--- src/sv/ssr_pkg.sv ---
// Shared constants for the streaming substring replace block.
package ssr_pkg;

  localparam int BYTE_W = 8;
  localparam int LEN_W = 4;
  localparam int CFG_DATA_W = 64;
  localparam int CFG_INDEX_W = 2;
  localparam int MAX_PATTERN_DEF = 8;
  localparam int MAX_REPLACEMENT_DEF = 8;
  localparam int PACK_BYTES = 8;

  localparam logic [CFG_INDEX_W-1:0] REG_PATTERN_BYTES = 2'd0;
  localparam logic [CFG_INDEX_W-1:0] REG_PATTERN_LENGTH = 2'd1;
  localparam logic [CFG_INDEX_W-1:0] REG_REPLACEMENT_BYTES = 2'd2;
  localparam logic [CFG_INDEX_W-1:0] REG_REPLACEMENT_LENGTH = 2'd3;

endpackage

--- src/sv/ssr_in_if.sv ---
// Input text stream channel: one text byte and its end-of-text mark.
interface ssr_in_if;
  logic                         valid;
  logic                         ready;
  logic [ssr_pkg::BYTE_W-1:0]   text_byte;
  logic                         end_of_text;

  modport source (output valid, output text_byte, output end_of_text, input ready);
  modport sink (input valid, input text_byte, input end_of_text, output ready);
endinterface

--- src/sv/ssr_out_if.sv ---
// Output text stream channel: one result byte with its marks.
interface ssr_out_if;
  logic                         valid;
  logic                         ready;
  logic [ssr_pkg::BYTE_W-1:0]   out_byte;
  logic                         byte_valid;
  logic                         run_last;
  logic                         text_done;

  modport source (output valid, output out_byte, output byte_valid, output run_last,
                  output text_done, input ready);
  modport sink (input valid, input out_byte, input byte_valid, input run_last,
                input text_done, output ready);
endinterface

--- src/sv/stream_substring_replace.sv ---
// Streaming substring replace: window compare, burst buffer and output register.
// Results of an accepted byte pass from the burst buffer into the output register.
// Throughput: one byte per cycle while each byte yields at most one result. A byte
// that yields more keeps the input stalled until its last result is loaded, since
// the burst buffer drains one result per cycle into the single output register.
// Output stalls add to this.
// Reset (rst, synchronous): window empty, no pending results, registers at defaults.
module stream_substring_replace #(
  parameter int MAX_PATTERN = ssr_pkg::MAX_PATTERN_DEF,
  parameter int MAX_REPLACEMENT = ssr_pkg::MAX_REPLACEMENT_DEF
) (
  input  logic                              clk,
  input  logic                              rst,
  ssr_in_if.sink                            in_ch,
  ssr_out_if.source                         out_ch,
  input  logic                              cfg_we,
  input  logic [ssr_pkg::CFG_INDEX_W-1:0]   cfg_index,
  input  logic [ssr_pkg::CFG_DATA_W-1:0]    cfg_data
);

  localparam int LEN_W = ssr_pkg::LEN_W;
  localparam int BYTE_W = ssr_pkg::BYTE_W;
  localparam int WIN_DEPTH = (MAX_PATTERN < ssr_pkg::PACK_BYTES) ?
                             MAX_PATTERN : ssr_pkg::PACK_BYTES;
  localparam int REP_DEPTH = (MAX_REPLACEMENT < ssr_pkg::PACK_BYTES) ?
                             MAX_REPLACEMENT : ssr_pkg::PACK_BYTES;
  localparam int BUF_DEPTH = (WIN_DEPTH > REP_DEPTH) ? WIN_DEPTH : REP_DEPTH;
  localparam int FILL_W = $clog2(WIN_DEPTH + 1);
  localparam int RCNT_W = $clog2(REP_DEPTH + 1);
  localparam int CNT_W = $clog2(BUF_DEPTH + 1);
  localparam int WIN_W = WIN_DEPTH * BYTE_W;
  localparam int REP_W = REP_DEPTH * BYTE_W;
  localparam int BUF_W = BUF_DEPTH * BYTE_W;

  // Configuration registers
  logic [WIN_W-1:0]  pat_reg;
  logic [LEN_W-1:0]  plen_reg;
  logic [REP_W-1:0]  rep_reg;
  logic [LEN_W-1:0]  rlen_reg;

  // Window and burst state
  logic [WIN_W-1:0]  win;
  logic [FILL_W-1:0] fill;
  logic [BUF_W-1:0]  burst_data;
  logic [CNT_W-1:0]  burst_cnt;
  logic              burst_end;
  logic              burst_bare;

  // Output register
  logic              o_valid;
  logic [BYTE_W-1:0] o_byte;
  logic              o_byte_valid;
  logic              o_run_last;
  logic              o_done;

  logic [FILL_W-1:0] plen;
  logic [RCNT_W-1:0] rlen;
  logic [FILL_W-1:0] f_eff;
  logic [FILL_W-1:0] nf;
  logic [WIN_W-1:0]  w_ins;
  logic              cmp;
  logic              match;
  logic [WIN_W-1:0]  win_next;
  logic [FILL_W-1:0] fill_next;
  logic [CNT_W-1:0]  load_cnt;
  logic              load_bare;
  logic [BUF_W-1:0]  load_data;
  logic              in_fire;
  logic              out_load;
  logic              in_ready;

  always_comb begin
    if (plen_reg == '0) begin
      plen = FILL_W'(1);
    end else if (plen_reg > LEN_W'(WIN_DEPTH)) begin
      plen = FILL_W'(WIN_DEPTH);
    end else begin
      plen = FILL_W'(plen_reg);
    end
    if (rlen_reg > LEN_W'(REP_DEPTH)) begin
      rlen = RCNT_W'(REP_DEPTH);
    end else begin
      rlen = RCNT_W'(rlen_reg);
    end
  end

  // Insert the new byte at the fill position and compare when the window is full.
  always_comb begin
    f_eff = (fill >= plen) ? '0 : fill;
    nf = f_eff + FILL_W'(1);
    match = 1'b1;
    for (int i = 0; i < WIN_DEPTH; i++) begin
      w_ins[i*BYTE_W +: BYTE_W] = (FILL_W'(i) == f_eff) ? in_ch.text_byte
                                                         : win[i*BYTE_W +: BYTE_W];
    end
    for (int i = 0; i < WIN_DEPTH; i++) begin
      if ((FILL_W'(i) < plen) &&
          (w_ins[i*BYTE_W +: BYTE_W] != pat_reg[i*BYTE_W +: BYTE_W])) begin
        match = 1'b0;
      end
    end
    cmp = (nf == plen);
  end

  // Decide what this byte emits and what the window keeps.
  always_comb begin
    win_next = w_ins;
    fill_next = nf;
    load_cnt = '0;
    if (cmp && match) begin
      load_cnt = CNT_W'(rlen);
      fill_next = '0;
    end else if (cmp) begin
      win_next = w_ins >> BYTE_W;
      load_cnt = in_ch.end_of_text ? CNT_W'(plen) : CNT_W'(1);
      fill_next = plen - FILL_W'(1);
    end else if (in_ch.end_of_text) begin
      load_cnt = CNT_W'(nf);
    end
    if (in_ch.end_of_text) begin
      fill_next = '0;
    end
    // A text that ends with nothing to emit still gets one bare end marker.
    load_bare = in_ch.end_of_text && (load_cnt == '0);
    if (load_bare) begin
      load_cnt = CNT_W'(1);
    end
    load_data = (cmp && match) ? BUF_W'(rep_reg) : BUF_W'(w_ins);
  end

  assign out_load = (burst_cnt != '0) && (!o_valid || out_ch.ready);
  assign in_ready = (burst_cnt == '0) || ((burst_cnt == CNT_W'(1)) && out_load);
  assign in_fire = in_ch.valid && in_ready;

  assign in_ch.ready = in_ready;
  assign out_ch.valid = o_valid;
  assign out_ch.out_byte = o_byte;
  assign out_ch.byte_valid = o_byte_valid;
  assign out_ch.run_last = o_run_last;
  assign out_ch.text_done = o_done;

  always_ff @(posedge clk) begin
    if (rst) begin
      pat_reg <= '0;
      plen_reg <= LEN_W'(1);
      rep_reg <= '0;
      rlen_reg <= '0;
      fill <= '0;
      burst_cnt <= '0;
      burst_end <= 1'b0;
      burst_bare <= 1'b0;
      o_valid <= 1'b0;
    end else begin
      if (cfg_we && (cfg_index == ssr_pkg::REG_PATTERN_LENGTH)) begin
        // A new pattern length drops any pending window bytes.
        fill <= '0;
      end else if (in_fire) begin
        fill <= fill_next;
      end
      if (in_fire) begin
        burst_cnt <= load_cnt;
        burst_end <= in_ch.end_of_text;
        burst_bare <= load_bare;
      end else if (out_load) begin
        burst_cnt <= burst_cnt - CNT_W'(1);
      end
      if (out_load) begin
        o_valid <= 1'b1;
      end else if (out_ch.ready) begin
        o_valid <= 1'b0;
      end
      if (cfg_we) begin
        case (cfg_index)
          ssr_pkg::REG_PATTERN_BYTES: begin
            pat_reg <= cfg_data[WIN_W-1:0];
          end
          ssr_pkg::REG_PATTERN_LENGTH: begin
            plen_reg <= cfg_data[LEN_W-1:0];
          end
          ssr_pkg::REG_REPLACEMENT_BYTES: begin
            rep_reg <= cfg_data[REP_W-1:0];
          end
          ssr_pkg::REG_REPLACEMENT_LENGTH: begin
            rlen_reg <= cfg_data[LEN_W-1:0];
          end
          default: begin
          end
        endcase
      end
    end
  end

  always_ff @(posedge clk) begin
    if (in_fire) begin
      win <= win_next;
      burst_data <= load_data;
    end else if (out_load) begin
      burst_data <= burst_data >> BYTE_W;
    end
    if (out_load) begin
      o_byte <= burst_bare ? '0 : burst_data[BYTE_W-1:0];
      o_byte_valid <= !burst_bare;
      o_run_last <= (burst_cnt == CNT_W'(1));
      o_done <= (burst_cnt == CNT_W'(1)) && burst_end;
    end
  end

endmodule

--- src/flat_wrapper.sv ---
// flat-port wrapper written by rule: the top's interface ports become plain ports
module stream_substring_replace_flat 
#(
  parameter int MAX_PATTERN = ssr_pkg::MAX_PATTERN_DEF,
  parameter int MAX_REPLACEMENT = ssr_pkg::MAX_REPLACEMENT_DEF
)
  (clk, rst, cfg_we, cfg_index, cfg_data, in_ch_valid, in_ch_text_byte, in_ch_end_of_text, in_ch_ready, out_ch_valid, out_ch_out_byte, out_ch_byte_valid, out_ch_run_last, out_ch_text_done, out_ch_ready);
  ssr_in_if in_ch_i ();
  ssr_out_if out_ch_i ();
  input  logic clk;
  input  logic rst;
  input  logic cfg_we;
  input  logic [ssr_pkg::CFG_INDEX_W-1:0] cfg_index;
  input  logic [ssr_pkg::CFG_DATA_W-1:0] cfg_data;
  input wire logic [$bits(in_ch_i.valid)-1:0] in_ch_valid;
  input wire logic [$bits(in_ch_i.text_byte)-1:0] in_ch_text_byte;
  input wire logic [$bits(in_ch_i.end_of_text)-1:0] in_ch_end_of_text;
  output wire logic [$bits(in_ch_i.ready)-1:0] in_ch_ready;
  output wire logic [$bits(out_ch_i.valid)-1:0] out_ch_valid;
  output wire logic [$bits(out_ch_i.out_byte)-1:0] out_ch_out_byte;
  output wire logic [$bits(out_ch_i.byte_valid)-1:0] out_ch_byte_valid;
  output wire logic [$bits(out_ch_i.run_last)-1:0] out_ch_run_last;
  output wire logic [$bits(out_ch_i.text_done)-1:0] out_ch_text_done;
  input wire logic [$bits(out_ch_i.ready)-1:0] out_ch_ready;
  assign in_ch_i.valid = in_ch_valid;
  assign in_ch_i.text_byte = in_ch_text_byte;
  assign in_ch_i.end_of_text = in_ch_end_of_text;
  assign in_ch_ready = in_ch_i.ready;
  assign out_ch_valid = out_ch_i.valid;
  assign out_ch_out_byte = out_ch_i.out_byte;
  assign out_ch_byte_valid = out_ch_i.byte_valid;
  assign out_ch_run_last = out_ch_i.run_last;
  assign out_ch_text_done = out_ch_i.text_done;
  assign out_ch_i.ready = out_ch_ready;
  stream_substring_replace #(.MAX_PATTERN(MAX_PATTERN), .MAX_REPLACEMENT(MAX_REPLACEMENT)) u_core (.clk(clk), .rst(rst), .in_ch(in_ch_i), .out_ch(out_ch_i), .cfg_we(cfg_we), .cfg_index(cfg_index), .cfg_data(cfg_data));
endmodule
--- config.mk ---
export PLATFORM = sky130hd
export DESIGN_NAME = stream_substring_replace_flat
export DESIGN_NICKNAME = d
export VERILOG_FILES = /design/src/sv/ssr_pkg.sv /design/src/sv/ssr_in_if.sv /design/src/sv/ssr_out_if.sv /design/src/sv/stream_substring_replace.sv /design/src/flat_wrapper.sv
export SDC_FILE = /design/constraint.sdc
export NUM_CORES = 1
export LEC_CHECK = 0
export ABC_AREA = 1
export BUFFER_PORTS_ARGS = -buffer_cell sky130_fd_sc_hd__buf_2
export CAP_MARGIN = 20
export CORE_MARGIN = 2
export CORE_UTILIZATION = 60
export CTS_BUF_LIST = sky130_fd_sc_hd__clkbuf_16
export DETAILED_ROUTE_END_ITERATION = 10
export HOLD_SLACK_MARGIN = 0.05
export PLACE_DENSITY_LB_ADDON = 0.05
export SLEW_MARGIN = 40
export SYNTH_ARGS = -nofsm -noshare
export SYNTH_HDL_FRONTEND = slang
export SYNTH_SLANG_ARGS = --single-unit
--- constraint.sdc ---
create_clock -name clk -period 11.1 [get_ports clk]
set_clock_uncertainty 0.15 [all_clocks]
set_input_delay 2.22 -clock clk [delete_from_list [all_inputs] [get_ports clk]]
set_output_delay 2.22 -clock clk [all_outputs]
set_load 0.02 [all_outputs]
==> out/results.ini, run 1 <==
[synthesis]
synth_edf_count=139
netlist_top_cells_count=nand2_1, nor2_1, o21ai_0
yosysWarnings=0
ys_seq_elements=286
synth_most_common_cell=nand2_1
synth_async_sr_flop_share_pct=0
yosysTopAreaCell=edfxtp_1
avgSynthCellArea_um2=7.51
seq_area_frac_synth_pct=49.5
syn_area_um2=14400
synth_top_area_share_pct=29.0
synthCells=1915
ys_top_cells_by_area=edfxtp_1, dfxtp_1, nand2_1
ys.flop_type=dfxtp_1
synth_nets=2004
yosysUniqueCellTypes=37

[sta]
timing.final.ws_setup_ns=4.85
setup_tns_ns=0
fin_crit_sh_pct=56.3
max-slew-margin-rel_pct=49.3
rsz0062_at_grt=false
finalHoldViolCount=0
fmax_mhz=160
worst_pin_slew_ns=0.758
setup_viol=0
slew_violations=0
min_period_ns=6.25

[routing]
drc_errors=0
wl_per_cell_um=18.0
num_vias=13247
dr.pass1.iters=5
viasPerCell=5.77
dr.first_iter.drc_count=1247
wirelength_um=41400
ant_nets=0

[clock_tree]
htreeDepth=1
cts_buffers=31
tritoncts=built
path_clk_slew_ns=0.06
cts_root_buf=clkbuf_16
cts_resized=0
postCtsSetupBuffers=0
clock_latency_ns=0.57
clockBufferDepth=3
cts_hold_buf=0
cts_sinks=286

[pwr]
p_leak_nw=7.14
power.switching_mw=1.40
swShare_pct=36.1
power_mw=3.87
powerDensity_nw_per_um2=242
seqPwrFrac_pct=42.0
pwr-share-comb_pct=30.8
power.internal_mw=2.47
pwr-share-clk_pct=27.2
vdd_drop_max_uv=189

[worst_setup_path]
cpMaxStageDelayCell=nor2_4
arrival_ns=6.53
crit_top_cell=nand2_1
path_class=reg -> reg
crit_path_end_kind=flip-flop
worst-endpoint-required_ns=11.38
critPathLaunchType=flip-flop
cp_top_family=simple AND/OR/NAND/NOR gates
critical_path.max_fanout=56
max_stage_delay_ns=0.61
cp.buffers_inverters=5

[layout]
syn_to_final_growth_pct=11.4
nNetsFinal=2040
drive_above_1_share_pct=9.26

[floorplanning]
die_x_um=159
io_pins=93
die_y_um=159
initial_utilization_pct=61.2
die_area_um2=25200
core_area_um2=23500
rows=56

[global_route]
antenna_found_initial=0
grt_pass1_vias=12202
track_usage_pct=32.2
grt_pass1_wl_um=64900
grt_overflow_total=0
grt_max_degree=91

[place]
post-dp-hpwl_um=27200
place_ws_ns=5.05
place.port_buffers=92
gp_congestion=0.943

[min_path]
hp-class=reg -> reg

[job]
cap_violations=0

[run_status]
status=completed

[worst paths after layout]
kind | cells past startpoint | startpoint | slack (ns) | endpoint
max reg2reg | 27 | u_core.plen_reg[3] | 4.85 | u_core.burst_data[36]
min reg2reg | 2 | u_core.rlen_reg[0] | 0.30 | u_core.rlen_reg[0]
max | 27 | u_core.plen_reg[3] | 4.85 | u_core.burst_data[36]
min | 2 | u_core.rlen_reg[0] | 0.30 | u_core.rlen_reg[0]
[cell type report]
class                           count  area [um2]
Clock inverter                     24         196
Clock buffer                       34         851
Antenna cell                        1        2.50
Tap cell                          319         399
Multi-Input combinational cell   1357        6210
Inverter                          167         631
Timing Repair Buffer              108         604
Sequential cell                   286        7120
Fill cell                        2015        7460
[worst reg2reg max path, stage by stage (launching register included)]
cell and delay [ns]:
dfxtp_1 0.37, clkinv_1 0.23, nand2_1 0.19, inv_1 0.15
ha_1 0.32, nand2_1 0.08, inv_1 0.06, nand2_2 0.17
nand4_4 0.19, nor2_4 0.62, nand2_1 0.46, nand2_1 0.24
nand2_1 0.14, nand2_1 0.08, nand2_1 0.07, nor2_1 0.10
nand2_1 0.06, nor2_1 0.18, nor2_1 0.06, nor2_1 0.18
nand2_1 0.10, nand2_2 0.12, nand3_4 0.48, buf_4 0.50
buf_12 0.26, a21oi_1 0.37, o21ai_1 0.12, nand2_1 0.09
[cells by family (layout without fill, tap and decap cells)]
family,after synthesis,after routing,synth area share (%)
other cells,0,1,0
simple gates,960,960,27.8
buf+inv,272,333,7.59
compound gates,385,385,14.1
fa+ha+maj,9,9,0.783
flops,286,286,49.5
xor+xnor,3,3,0.183
[per-stage QoR]
step	hold slack [ns]	instances	utilization [%]	cell area [um2]
after floorplan	0.273	1915	-	14400
after global placement	0.289	2236	63.6	14900
after detailed placement	0.289	2236	63.6	14900
after CTS	0.298	2294	68.1	16000
after global routing	0.328	2295	68.2	16000
final	0.297	2296	68.2	16000
[cell usage in the layout (no fill, tap or decap), types with 2 or more instances in the layout]
cell type  count
nand3b_1      21
inv_2          7
buf_2         92
inv_6          2
nor2_4         3
clkinv_2      10
buf_4         12
nand3_1      178
clkbuf_16     34
nand2_2        5
dfxtp_1      147
nand4_1        7
a21oi_1      102
bufinv_16      3
nor3_1         2
xor2_1         2
a221oi_1       2
buf_6          3
ha_1           9
clkinv_1       6
edfxtp_1     139
inv_1        161
nand2_1      501
o21ai_0      193
nor2_1       235
o211ai_1      24
o21ai_1       56
[power groups by stage]
stage / sequential (mW) / combinational, mW / clock (mW)
CTS: 1.62 / 1.18 / 1.06
floorplan: 1.64 / 0.806 / 0
detailed placement: 1.64 / 1.17 / 0
finish: 1.63 / 1.19 / 1.05
global route: 1.65 / 1.34 / 1.10
global placement: 1.64 / 1.15 / 0
[layer usage]
layer  track usage [%]  up-vias  wire [um]
met5                 0        -          0
met4              11.5        0       1490
met3              5.02      107       3630
met2              52.7      609      19300
met1              43.6     6113      16900
li1                  -     6418          -
No activity file was read; power rests on OpenSTA's default activity.
==> run 2: changes to the inputs <==
clock period = 6.5 ns   (was 11.1 ns; I/O delays follow)
==> run 2 against run 1 <==
  * Design area rose by 1.0%
  * Clock-buffer cell count up 1
  * Non-clock buffer count up 3
  * Core utilization up 0.68 points
  * Wire length shrank 0.57%
  * Clock power increased by 87%
  * Critical path type unchanged
  * Critical endpoint is now u_core.burst_data[22]
==> out/results.ini, run 2 (same netlist as run 1, synthesis figures left out) <==
[run_status]
status=completed

[routing]
dr.first_iter.drc_count=1322  ; +6.0%
viasPerCell=5.76  ; -0.22%
num_vias=13229  ; -0.14%
wl_per_cell_um=17.9  ; -0.66%
drc_errors=0  ; unchanged
wirelength_um=41100  ; -0.57%
ant_nets=0  ; unchanged
dr.pass1.iters=7  ; +2

[layout]
diodes=0  ; -1
drive_above_1_share_pct=9.60  ; +0.34 points
layout.cells.most_common_list=nand2_1, nor2_1, o21ai_0
syn_to_final_growth_pct=12.5
fillerInstances=2066  ; +2.5%
nNetsFinal=2043  ; +0.15%
mostFrequentLayoutCell=nand2_1

[place]
place_ws_ns=1.24  ; -3.81 ns
post-dp-hpwl_um=27500  ; +1.1%
gp_congestion=0.915  ; -3.1%
place.port_buffers=92  ; unchanged

[clock_tree]
cts_root_buf=clkbuf_16
cts_resized=0  ; unchanged
cts_hold_buf=0  ; unchanged
htreeDepth=1  ; unchanged
postCtsSetupBuffers=0  ; unchanged
cts_buffers=31  ; unchanged
clockBufferDepth=3  ; unchanged
clock_latency_ns=0.58  ; about the same
cts_sinks=286  ; unchanged
path_clk_slew_ns=0.06  ; about the same
tritoncts=built

[worst_setup_path]
critPathLaunchType=flip-flop
path_class=reg -> reg
r2r-start=u_core.plen_reg[3]
rr_worst_depth=25  ; -7.4%
crit_path_end_kind=flip-flop
arrival_ns=5.51  ; -1.02 ns
worst-endpoint-required_ns=6.65  ; -4.73 ns
critical_path.max_fanout=62  ; +11%
regToRegEndpoint=u_core.burst_data[22]
r2r_setup_slack_ns=1.14  ; -3.72 ns

[sta]
slew_violations=0  ; unchanged
timing.final.ws_setup_ns=1.14  ; -3.72 ns
worst_pin_slew_ns=0.828  ; +0.0705 ns
setup_tns_ns=0  ; unchanged
finalHoldViolCount=0  ; unchanged
setup_viol=0  ; unchanged
rsz0062_at_grt=false
max-slew-margin-rel_pct=44.8  ; -4.5 points
timing.hold.ws_ns=0.300  ; +0.00370 ns
min_period_ns=5.36  ; -0.884 ns
fmax_mhz=187  ; +16%
fin_crit_sh_pct=82.5  ; +26 points

[global_route]
grt_pass1_wl_um=65000  ; +0.25%
grt_overflow_total=0  ; unchanged
grt_max_degree=100  ; +9.9%
track_usage_pct=32.2  ; +0.067 points
antenna_found_initial=0  ; unchanged
grt_pass1_vias=12434  ; +1.9%

[min_path]
worstHoldStart=u_core.rlen_reg[0]
holdPathStages=2  ; unchanged
hp-class=reg -> reg
holdPathEnd=u_core.rlen_reg[0]

[floorplanning]
die_y_um=159  ; unchanged
rows=56  ; unchanged
die_area_um2=25200  ; unchanged
die_x_um=159  ; unchanged
initial_utilization_pct=61.2  ; unchanged
core_area_um2=23500  ; unchanged
io_pins=93  ; unchanged

[pwr]
vdd_drop_max_uv=352  ; +87%
powerDensity_nw_per_um2=420  ; +73%
p_leak_nw=7.20  ; +0.89%

[job]
cap_violations=0  ; unchanged

-- run 2: critical path: stages (launching register included) --
cell      delay [ns]
dfxtp_1         0.36
clkinv_1        0.21
nand2_1         0.17
inv_1           0.13
ha_1            0.30
nand2_1         0.06
inv_1           0.04
nand2_2         0.17
nand4_4         0.18
nor2_4          0.45
nand2_1         0.45
nand2_1         0.24
nand2_1         0.14
nand2_1         0.08
nand2_1         0.04
nor2_1          0.10
nand2_1         0.06
nor2_1          0.14
nand2_1         0.12
nor2_1          0.13
nand2_1         0.11
nand2_2         0.14
nand3_4         0.40
buf_12          0.38
o211ai_1        0.20
nand2_1         0.09
-- run 2: cell type report --
cell class	count	area (um2)	area share, %
clock buffers	35	876	5.42
clock inverters	23	275	1.70
inverters	167	634	3.92
multi-input cells	1357	6220	38.5
flip-flops and latches	286	7120	44.0
well taps	319	399	2.47
repair buffers	111	648	4.01
-- run 2: layer usage --
metal	part of all wire, %	vias to the layer above	global-route usage (%)
li1	-	6428	-
met1	40	6089	42.4
met2	47	582	54.1
met3	8.1	130	4.15
met4	4.5	0	13.3
met5	0	-	0
-- run 2: through the flow --
stage / util (%) / power [mW] / instances / cell area, um2
finish: 68.9 / 6.79 / 2298 / 16200
global route: 68.9 / 7.16 / 2298 / 16200
CTS: 68.9 / 6.77 / 2298 / 16200
detailed placement: 64.0 / 4.82 / 2240 / 15000
global placement: 63.8 / 4.76 / 2239 / 15000
floorplan: - / 4.18 / 1915 / 14400
-- run 2: where the power goes --
group / switching, mW / total [mW] / internal (mW)
combinational: 1.48 / 2.05 / 0.574
sequential: 0.172 / 2.77 / 2.60
clock: 0.757 / 1.96 / 1.20
total: 2.41 / 6.79 / 4.38
-- run 2: worst max path at each step --
stage	start	to	slack, ns
after floorplan	out_ch_ready	u_core.burst_data[39]	1.68
after global placement	u_core.plen_reg[3]	u_core.burst_data[2]	1.18
after detailed placement	u_core.plen_reg[3]	u_core.burst_data[2]	1.24
after CTS	u_core.plen_reg[3]	u_core.burst_data[2]	1.20
after global routing	u_core.plen_reg[3]	u_core.burst_data[22]	0.58
final	u_core.plen_reg[3]	u_core.burst_data[22]	1.14
==> run 3: changes to the inputs <==
ABC_AREA = 0   (was 1)
CORE_UTILIZATION = 55   (was 60)
clock period = 4.77 ns   (was 6.5 ns; I/O delays follow)
==> run 3 against run 2 <==
  * Design area decreased by 0.12%
  * Setup slack got worse by 0.79 ns
  * Highest routed layer unchanged
  * Sequential share of layout area increased by 0.055 points
  * Core utilization decreased by 5.1 points
  * Sequential power increased by 37%
==> out/results.ini, run 3 <==
[synthesis]
synth_nets=1661  ; -17%
synth_top_area_share_pct=29.2  ; +0.17 points
ys_top_cells_by_area=edfxtp_1, dfxtp_1, nand2_1
synth_most_common_cell=nand2_1
seq_area_frac_synth_pct=49.8  ; +0.29 points
syn_area_um2=14300  ; -0.58%
netlist_top_cells_count=nand2_1, a21oi_1, dfxtp_1
ys.flop_type=dfxtp_1
synth_edf_count=139  ; unchanged
yosysUniqueCellTypes=66  ; +78%
avgSynthCellArea_um2=9.09  ; +21%
ys_seq_elements=286  ; unchanged
yosysWarnings=0  ; unchanged
synthCells=1572  ; -18%
synth_async_sr_flop_share_pct=0  ; unchanged
yosysTopAreaCell=edfxtp_1

[sta]
min_period_ns=4.43  ; -0.936 ns
finalHoldViolCount=0  ; unchanged
max-slew-margin-rel_pct=44.9  ; +0.067 points
setup_tns_ns=0  ; unchanged
worst_pin_slew_ns=0.827  ; -0.00101 ns
rsz0062_at_grt=false
fmax_mhz=226  ; +21%
timing.final.ws_setup_ns=0.345  ; -0.794 ns
fin_crit_sh_pct=92.8  ; +10 points
slew_violations=0  ; unchanged
setup_viol=0  ; unchanged

[clock_tree]
clock_latency_ns=0.51  ; -0.07 ns
htreeDepth=2  ; +1
path_clk_slew_ns=0.06  ; about the same
clockBufferDepth=3  ; unchanged
cts_buffers=34  ; +9.7%
cts_root_buf=clkbuf_16
tritoncts=built
cts_hold_buf=0  ; unchanged
cts_sinks=286  ; unchanged

[layout]
nNetsFinal=1722  ; -16%
syn_to_final_growth_pct=13.0
diodes=0  ; unchanged
layout.cells.most_common_list=nand2_1, a21oi_1, dfxtp_1
mostFrequentLayoutCell=nand2_1
final_util_pct=63.8  ; -5.1 points
drive_above_1_share_pct=12.7  ; +3.1 points

[worst_setup_path]
worst-endpoint-required_ns=4.85  ; -1.80 ns
critical_path.max_fanout=40  ; -35%
critPathLaunchType=flip-flop
r2r_setup_slack_ns=0.34  ; -0.79 ns
regToRegEndpoint=u_core.burst_data[37]
r2r-start=u_core.plen_reg[2]
path_class=reg -> reg
rr_worst_depth=16  ; -36%
crit_path_end_kind=flip-flop
arrival_ns=4.51  ; -1.00 ns

[floorplanning]
rows=58  ; +3.6%
die_x_um=165  ; +4.0%
die_y_um=165  ; +4.0%
initial_utilization_pct=56.4  ; -4.8 points
die_area_um2=27300  ; +8.2%
io_pins=93  ; unchanged
core_area_um2=25300  ; +7.9%

[place]
gp_congestion=0.915  ; about the same
post-dp-hpwl_um=27100  ; -1.7%
place.port_buffers=92  ; unchanged
place_ws_ns=0.282  ; -0.957 ns

[min_path]
holdPathStages=2  ; unchanged
hp-class=reg -> reg
holdPathEnd=u_core.rep_reg[2]
worstHoldStart=u_core.rep_reg[2]

[routing]
viasPerCell=5.77  ; +0.27%
wirelength_um=39300  ; -4.4%
num_vias=11481  ; -13%
dr.pass1.iters=7  ; unchanged
wl_per_cell_um=19.8  ; +11%
ant_nets=0  ; unchanged
dr.first_iter.drc_count=894  ; -32%
drc_errors=0  ; unchanged

[global_route]
grt_overflow_total=0  ; unchanged
track_usage_pct=28.8  ; -3.4 points
grt_pass1_vias=10883  ; -12%
grt_pass1_wl_um=60000  ; -7.8%
antenna_found_initial=0  ; unchanged
grt_max_degree=88  ; -12%

[pwr]
vdd_drop_max_uv=386  ; +9.5%
powerDensity_nw_per_um2=522  ; +24%
pwr-share-clk_pct=28.3  ; -0.6 points
power.internal_mw=5.60  ; +28%
swShare_pct=33.6  ; -1.9 points
p_leak_nw=6.62  ; -8.0%
pwr-share-comb_pct=26.8  ; -3.4 points
power.switching_mw=2.83  ; +18%
seqPwrFrac_pct=44.9  ; +4.1 points

[job]
cap_violations=0  ; unchanged

[run_status]
status=completed

run 3: cell count changes after synthesis, sizes merged, moves of 11 or more:
cell / before / now
xor2: 2 / 62
nand2: 507 / 339
a21oi: 103 / 202
xnor2: 1 / 38
mux2i: 0 / 123
nand3: 180 / 14
o211ai: 24 / 3
o21ai: 249 / 63
nor4: 1 / 15
a211oi: 1 / 12
nor3: 3 / 15
nor2: 239 / 101
nand3b: 21 / 4
inv: 163 / 79
run 3: power groups by stage:
stage | clock network, mW | registers [mW] | logic, mW
after floorplan | 0 | 3.81 | 1.46
after global placement | 0 | 3.82 | 2.19
after detailed placement | 0 | 3.83 | 2.23
after CTS | 2.42 | 3.78 | 2.24
after global routing | 2.51 | 3.84 | 2.49
final | 2.38 | 3.79 | 2.26
run 3: area by class of cell:
type,instances,area (um2)
Clock buffer,37,926
Multi-Input combinational cell,1099,6460
Inverter,80,300
Clock inverter,25,103
Sequential cell,286,7120
Timing Repair Buffer,132,826
Fill cell,2181,9180
Tap cell,330,413
run 3: cell families (layout without fill, tap and decap cells):
| family | count (synthesis) | count (layout) | synth area share (%) |
|---|---|---|---|
| AO/OA/AOI/OAI | 323 | 323 | 12.7 |
| multiplexers | 131 | 131 | 9.27 |
| XOR/XNOR | 100 | 100 | 6.13 |
| AND/OR/NAND/NOR | 536 | 536 | 15.8 |
| flip-flops | 286 | 286 | 49.8 |
| adder cells (fa/ha/maj) | 9 | 9 | 0.788 |
| buffers and inverters | 187 | 274 | 5.46 |
run 3: how the worst max path moves through the flow:
stage	startpoint	endpoint	slack, ns	depth (start not counted)
finish	u_core.plen_reg[2]	u_core.burst_data[37]	0.34	16
detailed placement	u_core.plen_reg[2]	u_core.burst_data[52]	0.28	17
global placement	u_core.plen_reg[2]	u_core.burst_data[45]	0.29	16
global route	u_core.plen_reg[2]	u_core.burst_data[43]	0.02	17
floorplan	out_ch_ready	u_core.burst_bare	0.48	8
CTS	u_core.plen_reg[2]	u_core.burst_data[52]	0.25	16
run 3: critical path, cell delays in order (launching register included):
cell and delay, ns:
dfxtp_1 0.42, nor2_1 0.06, o21ai_1 0.15, inv_1 0.12, ha_1 0.30, nor3b_2 0.26
o21ai_2 0.20, nor3_2 0.48, mux2i_1 0.25, o221a_2 0.31, a41o_1 0.21, and3b_1 0.23
nand4_1 0.11, buf_4 0.28, buf_12 0.28, mux2i_1 0.21, o21ai_0 0.09
run 3: what timing repair did:
action	in CTS	in global routing
resized for setup	0	7
setup endpoints to repair	0	29
setup buffers	0	2
run 3: layer usage:
layer	up-vias	track usage, %	wire length, um
met5	-	0	0
met4	0	10.4	1340
met3	98	3.62	2400
met2	402	48.2	18900
met1	5494	38.5	16800
li1	5487	-	-
run 3: per-stage QoR:
stage               hold WS [ns]  total power, mW  area, um2  std cells
floorplan                  0.282             5.27      14300       1572
CTS                        0.303             8.44      16100       1986
global route               0.315             8.85      16100       1989
global placement           0.291             6.00      15000       1924
detailed placement         0.296             6.06      15000       1924
finish                     0.304             8.43      16100       1989
